==> src/jbt_pkg.sv <==
// Shared types, codes and helper functions for the JSON byte tokenizer.
// No dependencies; every other file imports this package.
package jbt_pkg;

  // Input transaction: one byte of JSON text
  typedef struct packed {
    logic [7:0] text_byte;
    logic       end_of_text;
  } in_t;

  // Result transaction: one token or one text byte
  typedef struct packed {
    logic [3:0] token_kind;
    logic       is_text;
    logic [7:0] text_out;
    logic       last_of_item;
  } out_t;

  // Token kinds
  localparam logic [3:0] KIND_LBRACE   = 4'd0;
  localparam logic [3:0] KIND_RBRACE   = 4'd1;
  localparam logic [3:0] KIND_LBRACKET = 4'd2;
  localparam logic [3:0] KIND_RBRACKET = 4'd3;
  localparam logic [3:0] KIND_COLON    = 4'd4;
  localparam logic [3:0] KIND_COMMA    = 4'd5;
  localparam logic [3:0] KIND_TRUE     = 4'd6;
  localparam logic [3:0] KIND_STRING   = 4'd9;
  localparam logic [3:0] KIND_INT      = 4'd10;
  localparam logic [3:0] KIND_FLOAT    = 4'd11;
  localparam logic [3:0] KIND_ERROR    = 4'd12;

  // Characters of interest
  localparam logic [7:0] CH_LBRACE   = 8'h7B;
  localparam logic [7:0] CH_RBRACE   = 8'h7D;
  localparam logic [7:0] CH_LBRACKET = 8'h5B;
  localparam logic [7:0] CH_RBRACKET = 8'h5D;
  localparam logic [7:0] CH_COLON    = 8'h3A;
  localparam logic [7:0] CH_COMMA    = 8'h2C;
  localparam logic [7:0] CH_T        = 8'h74;
  localparam logic [7:0] CH_F        = 8'h66;
  localparam logic [7:0] CH_N        = 8'h6E;
  localparam logic [7:0] CH_QUOTE    = 8'h22;
  localparam logic [7:0] CH_MINUS    = 8'h2D;
  localparam logic [7:0] CH_DOT      = 8'h2E;

  // Keyword selectors
  localparam logic [1:0] KW_TRUE  = 2'd0;
  localparam logic [1:0] KW_FALSE = 2'd1;
  localparam logic [1:0] KW_NULL  = 2'd2;

  // Scanner mode, one-hot
  typedef enum logic [3:0] {
    MODE_IDLE    = 4'b0001,
    MODE_KEYWORD = 4'b0010,
    MODE_STRING  = 4'b0100,
    MODE_NUMBER  = 4'b1000
  } mode_t;

  typedef struct packed {
    mode_t      mode;
    logic [1:0] kw_which;
    logic [2:0] kw_pos;
    logic       seen_dot;
    logic       seen_digit;
  } scan_t;

  localparam scan_t SCAN_IDLE = '{mode: MODE_IDLE, kw_which: 2'd0, kw_pos: 3'd0,
                                  seen_dot: 1'b0, seen_digit: 1'b0};

  // Results of one input transaction, handed from lexer to output queue
  typedef struct packed {
    logic [1:0] n;
    out_t       r0;
    out_t       r1;
  } push_t;

  // Result of handling a byte from the idle mode
  typedef struct packed {
    logic [1:0] n;
    out_t       r0;
    out_t       r1;
    scan_t      st;
  } idle_t;

  function automatic out_t mk_tok(input logic [3:0] kind);
    out_t r;
    r = '0;
    r.token_kind = kind;
    return r;
  endfunction

  function automatic out_t mk_text(input logic [3:0] kind, input logic [7:0] b);
    out_t r;
    r = '0;
    r.token_kind = kind;
    r.is_text    = 1'b1;
    r.text_out   = b;
    return r;
  endfunction

  function automatic logic [2:0] kw_len(input logic [1:0] w);
    logic [2:0] r;
    case (w)
      KW_TRUE:  r = 3'd4;
      KW_FALSE: r = 3'd5;
      KW_NULL:  r = 3'd4;
      default:  r = 3'd0;
    endcase
    return r;
  endfunction

  function automatic logic [7:0] kw_letter(input logic [1:0] w, input logic [2:0] p);
    logic [7:0] r;
    r = 8'h00;
    case (w)
      KW_TRUE: begin
        case (p)
          3'd0: r = 8'h74;
          3'd1: r = 8'h72;
          3'd2: r = 8'h75;
          3'd3: r = 8'h65;
          default: r = 8'h00;
        endcase
      end
      KW_FALSE: begin
        case (p)
          3'd0: r = 8'h66;
          3'd1: r = 8'h61;
          3'd2: r = 8'h6C;
          3'd3: r = 8'h73;
          3'd4: r = 8'h65;
          default: r = 8'h00;
        endcase
      end
      KW_NULL: begin
        case (p)
          3'd0: r = 8'h6E;
          3'd1: r = 8'h75;
          3'd2: r = 8'h6C;
          3'd3: r = 8'h6C;
          default: r = 8'h00;
        endcase
      end
      default: r = 8'h00;
    endcase
    return r;
  endfunction

  function automatic logic is_digit(input logic [7:0] b);
    return b inside {[8'h30:8'h39]};
  endfunction

  function automatic logic is_space(input logic [7:0] b);
    return b inside {[8'h09:8'h0D], 8'h20};
  endfunction

  // Handle a byte as the start of a new token
  function automatic idle_t idle_step(input logic [7:0] b, input logic eot);
    idle_t r;
    r    = '0;
    r.st = SCAN_IDLE;
    case (b)
      CH_LBRACE:   begin r.n = 2'd1; r.r0 = mk_tok(KIND_LBRACE);   end
      CH_RBRACE:   begin r.n = 2'd1; r.r0 = mk_tok(KIND_RBRACE);   end
      CH_LBRACKET: begin r.n = 2'd1; r.r0 = mk_tok(KIND_LBRACKET); end
      CH_RBRACKET: begin r.n = 2'd1; r.r0 = mk_tok(KIND_RBRACKET); end
      CH_COLON:    begin r.n = 2'd1; r.r0 = mk_tok(KIND_COLON);    end
      CH_COMMA:    begin r.n = 2'd1; r.r0 = mk_tok(KIND_COMMA);    end
      CH_T, CH_F, CH_N: begin
        if (eot) begin
          r.n  = 2'd1;
          r.r0 = mk_tok(KIND_ERROR);
        end else begin
          r.st.mode     = MODE_KEYWORD;
          r.st.kw_which = (b == CH_T) ? KW_TRUE : (b == CH_F) ? KW_FALSE : KW_NULL;
          r.st.kw_pos   = 3'd1;
        end
      end
      CH_QUOTE: begin
        if (eot) begin
          r.n  = 2'd1;
          r.r0 = mk_tok(KIND_ERROR);
        end else begin
          r.st.mode = MODE_STRING;
        end
      end
      CH_MINUS: begin
        r.n = 2'd1;
        if (eot) begin
          r.r0 = mk_tok(KIND_ERROR);
        end else begin
          r.r0      = mk_text(KIND_INT, b);
          r.st.mode = MODE_NUMBER;
        end
      end
      default: begin
        if (is_space(b)) begin
          r.n = 2'd0;
        end else if (is_digit(b)) begin
          r.r0 = mk_text(KIND_INT, b);
          if (eot) begin
            r.n  = 2'd2;
            r.r1 = mk_tok(KIND_INT);
          end else begin
            r.n             = 2'd1;
            r.st.mode       = MODE_NUMBER;
            r.st.seen_digit = 1'b1;
          end
        end else begin
          r.n  = 2'd1;
          r.r0 = mk_tok(KIND_ERROR);
        end
      end
    endcase
    return r;
  endfunction

endpackage

==> src/jbt_lexer.sv <==
// Scanner state and per-byte token logic of the JSON byte tokenizer.
// Depends on jbt_pkg for types, codes and the idle-byte helper.
module jbt_lexer
  import jbt_pkg::*;
(
  input  logic  clk,
  input  logic  rst_n,
  input  logic  adv,
  input  in_t   in_item,
  output push_t push
);

  scan_t      st_r;
  scan_t      st_nxt;
  idle_t      id;
  logic [7:0] b;
  logic       eot;
  logic [2:0] pos1;
  logic       kw_hit;
  logic       num_cont;
  logic [3:0] num_kind;
  push_t      res;

  assign b        = in_item.text_byte;
  assign eot      = in_item.end_of_text;
  assign pos1     = st_r.kw_pos + 3'd1;
  assign kw_hit   = (st_r.kw_pos < kw_len(st_r.kw_which)) &&
                    (b == kw_letter(st_r.kw_which, st_r.kw_pos));
  assign num_cont = is_digit(b) || ((b == CH_DOT) && !st_r.seen_dot);
  assign num_kind = !st_r.seen_digit ? KIND_ERROR :
                    st_r.seen_dot ? KIND_FLOAT : KIND_INT;

  // Work out results and next state for the registered byte
  always_comb begin
    res    = '0;
    st_nxt = st_r;
    id     = idle_step(b, eot);
    case (st_r.mode)
      MODE_STRING: begin
        if (b == CH_QUOTE) begin
          res.n  = 2'd1;
          res.r0 = mk_tok(KIND_STRING);
          st_nxt = SCAN_IDLE;
        end else begin
          res.r0 = mk_text(KIND_STRING, b);
          if (eot) begin
            res.n  = 2'd2;
            res.r1 = mk_tok(KIND_ERROR);
          end else begin
            res.n = 2'd1;
          end
        end
      end
      MODE_KEYWORD: begin
        if (kw_hit) begin
          if (pos1 == kw_len(st_r.kw_which)) begin
            res.n  = 2'd1;
            res.r0 = mk_tok(KIND_TRUE + {2'b00, st_r.kw_which});
            st_nxt = SCAN_IDLE;
          end else if (eot) begin
            res.n  = 2'd1;
            res.r0 = mk_tok(KIND_ERROR);
          end else begin
            st_nxt.kw_pos = pos1;
          end
        end else begin
          res.n  = 2'd1;
          res.r0 = mk_tok(KIND_ERROR);
          st_nxt = SCAN_IDLE;
        end
      end
      MODE_NUMBER: begin
        if (num_cont) begin
          if (b == CH_DOT) begin
            st_nxt.seen_dot = 1'b1;
          end else begin
            st_nxt.seen_digit = 1'b1;
          end
          res.r0 = mk_text(KIND_INT, b);
          if (eot) begin
            // Close with the kind that includes this byte
            res.n  = 2'd2;
            res.r1 = mk_tok(!st_nxt.seen_digit ? KIND_ERROR :
                            st_nxt.seen_dot ? KIND_FLOAT : KIND_INT);
          end else begin
            res.n = 2'd1;
          end
        end else begin
          // Close the number, then treat the byte as a token start
          res.r0 = mk_tok(num_kind);
          res.r1 = id.r0;
          res.n  = 2'd1 + id.n;
          st_nxt = id.st;
        end
      end
      default: begin
        res.n  = id.n;
        res.r0 = id.r0;
        res.r1 = id.r1;
        st_nxt = id.st;
      end
    endcase
    if (eot) begin
      st_nxt = SCAN_IDLE;
    end
    // Flag the final result of this byte
    if (res.n == 2'd1) begin
      res.r0.last_of_item = 1'b1;
    end
    if (res.n == 2'd2) begin
      res.r1.last_of_item = 1'b1;
    end
    if (!adv) begin
      res.n = 2'd0;
    end
  end

  assign push = res;

  // Advance scanner state once per consumed byte
  always_ff @(posedge clk) begin
    if (!rst_n) begin
      st_r <= SCAN_IDLE;
    end else if (adv) begin
      st_r <= st_nxt;
    end
  end

endmodule

==> src/jbt_out_queue.sv <==
// Four-entry result queue: takes up to two results a cycle, gives one.
// Depends on jbt_pkg for the result and push types.
module jbt_out_queue
  import jbt_pkg::*;
(
  input  logic  clk,
  input  logic  rst_n,
  input  push_t push,
  output logic  room,
  output logic  out_valid,
  input  logic  out_ready,
  output out_t  out_data
);

  out_t       mem_r [4];
  logic [1:0] wr_ptr_r;
  logic [1:0] wr_ptr_nxt;
  logic [1:0] rd_ptr_r;
  logic [1:0] rd_ptr_nxt;
  logic [2:0] cnt_r;
  logic [2:0] cnt_nxt;
  logic       pop;

  // Room for a full two-result transaction
  assign room      = (cnt_r <= 3'd2);
  assign out_valid = (cnt_r != 3'd0);
  assign out_data  = mem_r[rd_ptr_r];
  assign pop       = out_valid && out_ready;

  assign wr_ptr_nxt = wr_ptr_r + push.n;
  assign rd_ptr_nxt = rd_ptr_r + {1'b0, pop};
  assign cnt_nxt    = cnt_r + {1'b0, push.n} - {2'b00, pop};

  // Store incoming results
  always_ff @(posedge clk) begin
    if (push.n != 2'd0) begin
      mem_r[wr_ptr_r] <= push.r0;
    end
    if (push.n == 2'd2) begin
      mem_r[wr_ptr_r + 2'd1] <= push.r1;
    end
  end

  // Advance pointers and fill count
  always_ff @(posedge clk) begin
    if (!rst_n) begin
      wr_ptr_r <= 2'd0;
      rd_ptr_r <= 2'd0;
      cnt_r    <= 3'd0;
    end else begin
      wr_ptr_r <= wr_ptr_nxt;
      rd_ptr_r <= rd_ptr_nxt;
      cnt_r    <= cnt_nxt;
    end
  end

endmodule

==> src/json_byte_tokenizer_core.sv <==
// JSON byte tokenizer top level: input register, lexer and result queue.
// Depends on jbt_pkg, jbt_lexer and jbt_out_queue.
//
// Takes one byte of JSON text per cycle and gives tokens (punctuation, true,
// false, null, string, int, float, error) and the bytes of strings and
// numbers as text results; last_of_item marks the final result of each byte.
// A byte is registered, then scanned in the next cycle; once the queue has
// room, its zero, one or two results are written to a four-entry queue, so
// the first result of a byte passes the input register and the queue before
// it is offered. Input is taken at one byte per cycle as long as the result
// port drains at one result per cycle; the single-result output port is the
// limit, so a byte that causes two results (a number closed by another token,
// or a number or string ended by end_of_text) leaves its second in the queue.
module json_byte_tokenizer_core
  import jbt_pkg::*;
(
  input  logic clk,
  input  logic rst_n,
  input  logic in_valid,
  output logic in_ready,
  input  in_t  in_data,
  output logic out_valid,
  input  logic out_ready,
  output out_t out_data
);

  in_t   in_r;
  logic  in_vld_r;
  logic  in_vld_nxt;
  logic  room;
  logic  adv;
  push_t push;

  // Consume the registered byte when the queue can take its results
  assign adv        = in_vld_r && room;
  assign in_ready   = !in_vld_r || adv;
  assign in_vld_nxt = (in_valid && in_ready) ? 1'b1 : (adv ? 1'b0 : in_vld_r);

  // Hold the accepted transaction
  always_ff @(posedge clk) begin
    if (in_valid && in_ready) begin
      in_r <= in_data;
    end
  end

  always_ff @(posedge clk) begin
    if (!rst_n) begin
      in_vld_r <= 1'b0;
    end else begin
      in_vld_r <= in_vld_nxt;
    end
  end

  jbt_lexer u_lexer (
    .clk     (clk),
    .rst_n   (rst_n),
    .adv     (adv),
    .in_item (in_r),
    .push    (push)
  );

  jbt_out_queue u_queue (
    .clk       (clk),
    .rst_n     (rst_n),
    .push      (push),
    .room      (room),
    .out_valid (out_valid),
    .out_ready (out_ready),
    .out_data  (out_data)
  );

endmodule
==> config.mk <==
export PLATFORM = sky130hd
export DESIGN_NAME = json_byte_tokenizer_core
export DESIGN_NICKNAME = d
export VERILOG_FILES = /design/src/jbt_pkg.sv /design/src/jbt_lexer.sv /design/src/jbt_out_queue.sv /design/src/json_byte_tokenizer_core.sv
export SDC_FILE = /design/constraint.sdc
export NUM_CORES = 1
export LEC_CHECK = 0
export BUFFER_PORTS_ARGS = -buffer_cell sky130_fd_sc_hd__clkbuf_2
export CELL_PAD_IN_SITES_DETAIL_PLACEMENT = 0
export CELL_PAD_IN_SITES_GLOBAL_PLACEMENT = 1
export CORE_UTILIZATION = 40
export DETAILED_ROUTE_END_ITERATION = 6
export PLACE_DENSITY = 0.69
export SLEW_MARGIN = 30
export SYNTH_ARGS = -nofsm -noshare
export SYNTH_HDL_FRONTEND = slang
export SYNTH_SLANG_ARGS = --single-unit
==> constraint.sdc <==
create_clock -name clk -period 5.7 [get_ports clk]
set_input_delay 0.57 -clock clk [delete_from_list [all_inputs] [get_ports clk]]
set_output_delay 0.57 -clock clk [all_outputs]
set_load 0.05 [all_outputs]
==> qor.yml <==
synth_edf_count: 65
grt_start_max_net_pins: 19
grt_pass1_wl_mm: 19.4
diodes: 0
drc: 0
p_seq_frac: 0.416
period_share: 0.686
p_sw_w: 0.000596
ys_seq_area_frac: 0.464
tightest_slew_ps: 847
core_um2: 12100
internal_power_w: 0.00125
start_util: 0.415
worstSetupStartpointType: "flop"
p_leak_nw: 2.05
worstSetupPathType: "reg2reg"
drt_iter0_markers: 291
clock_latency_ps: 350
h-tree-depth: 3
die_x_um: 114
drt_wl_total_mm: 12.2
grt.total_usage: 0.200
fin_tns_setup_ps: 0
grt_overflow: 0
crit_required_ps: 5940
wl_met3_um: 541
die_h_um: 114
syn_area_um2: 5020
cts_buffer_depth: 2
area_delta_synth_final_pct: 13.0
fin_crit_ps: 3910
yosys_most_used_dff: "edfxtp_1"
dp.cells: 637
cts_root_buf: "clkbuf_16"
io_pins: 29
crit_path_max_fanout: 9
cts_buffers: 9
yosys_register_bits: 84
grt_pass1_vias: 3680
status: "complete, no violations"
ir_worst_vdd_mv: 0.117
ant_nets: 0
drv_cap: 0
setup-violations-final: 0
final_nets: 506
io_buffer_count: 28
finalClockSkew_ps: 9.66
arrival_ps: 4150
finalHoldViolCount: 0
power.density_nw_per_um2: 325
syn_area_per_cell_um2: 11.0
routedWlPerCell_um: 18.6
dr.max_layer_used: "met4"
rsz0062_at_grt: "false"
wl_met1_mm: 5.26
via_per_inst: 5.77
layout-drive-gt1-share: 0.184
ys_async_sr_fraction: 0
cts_sinks: 84
antenna_found_initial: 0
worst_hold_path_type: "in2reg"
cts_resized: 0
swShare: 0.323
vias: 3769
slew_headroom: 0.432
cts_hold_buf: 0
syn_inst: 458
post-dp-hpwl_mm: 9.03
p_comb_frac: 0.241
drv_slew: 0
fmax_mhz: 256
num_rows: 40
n_fill_cell: 1144
wl_met2_mm: 6.01
synth_fp_nets: 484
mostFrequentLayoutCells: "edfxtp_1, nand2_1, nor2_1, o21ai_0, clkbuf_2"
cts.clk_slew.worst_paths_ps: 60
final_common_cell: "edfxtp_1"
clkPwrFrac: 0.343
fp.dieArea_um2: 13000
layout.cells.non_filler: 653
postCtsSetupBuffers: 0
firstDrtPassIters: 5
ys_warn_count: 0
gp_congestion: 0.934
cp-end-kind: "flop"
cts_tree: "built"
ys_types: 75
==> final timing paths <==
| kind | from | to | slack [ps] | cells past startpoint |
|---|---|---|---|---|
| setup / recovery | in_r[5] | u_queue.cnt_r[2] | 1790 | 12 |
| hold / removal | in_data[1] | in_r[1] | 390 | 1 |
| setup reg to reg | in_r[5] | u_queue.cnt_r[2] | 1790 | 12 |
| hold reg to reg | u_lexer.st_r[9] | u_lexer.st_r[9] | 540 | 2 |
==> per-layer routing <==
metal	GRT usage	up-vias
li1	-	1793
met1	0.245	1835
met2	0.339	119
met3	0.0372	22
met4	0.100	0
met5	0	-
==> worst max-delay path, cell delays in order (launching register included) <==
cell and delay [ps]:
edfxtp_1 500, or4b_1 600, or4_4 540, nand3_1 240, nor2_1 80, nor3_1 210, a311o_1 450, nor2_1 120
ha_1 220, fa_1 380, xnor2_1 210, xnor2_1 80, and2_1 150
==> area by class of cell <==
| class | count | area, µm² | area share |
|---|---|---|---|
| multi-input combinational | 337 | 2570 | 0.454 |
| sequential | 84 | 2330 | 0.411 |
| clock buffer | 9 | 225 | 0.0397 |
| tap | 168 | 210 | 0.0371 |
| timing repair buffer | 32 | 170 | 0.0300 |
| clock inverter | 7 | 100 | 0.0176 |
| inverter | 16 | 60.1 | 0.0106 |
==> cell families after synthesis <==
kind of cell | Yosys count | share of synthesized area
muxes | 37 | 0.109
adders and majority gates | 13 | 0.0339
xor gates and xnor gates | 8 | 0.0140
and+or+nand+nor | 164 | 0.188
AOI/OAI and AO/OA | 115 | 0.162
buffers and inverters | 37 | 0.0284
DFF | 84 | 0.464
==> synth_stat cells, drive strengths merged (4+ instances only) <==
cell    number  area, µm²
a211o        5       43.8
a211oi       5       50.1
a21boi       7       52.6
a21o         7       52.6
a21oi       21        116
and2        18        113
and3         5       31.3
buf          5       22.5
clkbuf      16       60.1
dfxtp       19        380
edfxtp      65       1950
ha          12        150
inv         14       52.6
mux2i       22        220
mux4        14        315
nand2       39        146
nand2b      11       68.8
nand3       10       50.1
nor2        33        124
nor2b        5       31.3
nor3         6       40.0
nor4         6       73.8
o21ai       30        150
or2          4       25.0
or4b         4       40.0
xnor2        4       35.0
xor2         4       35.0
==> state kept, by name (all words and copies together), names as in the netlist <==
signal,count
u_queue.rd_ptr_r,2
u_queue.wr_ptr_r,2
in_r,9
u_queue.cnt_r,3
in_vld_r,1
u_lexer.st_r,11
u_queue.mem_r,56
==> power by group through the flow <==
stage                     combinational (W)  clock, W  sequential (W)
final                              0.000444  0.000632        0.000768
after floorplan                    0.000399         0        0.000731
after global routing               0.000477  0.000662        0.000778
after global placement             0.000446         0        0.000778
after CTS                          0.000449  0.000641        0.000770
after detailed placement           0.000448         0        0.000783
==> stage by stage <==
stage          hold WS, ps  setup WS (ps)  power (W)   util  instance area [µm²]
2_1_floorplan          483           1370    0.00113      -                 5020
3_3_place_gp           513           1740    0.00122  0.440                 5330
5_1_grt                390           1500    0.00192  0.468                 5670
3_5_place_dp           529           1800    0.00123  0.441                 5350
6_report               393           1790    0.00184  0.468                 5670
4_1_cts                384           1780    0.00186  0.468                 5670
No activity file was read; power rests on OpenSTA's default activity.
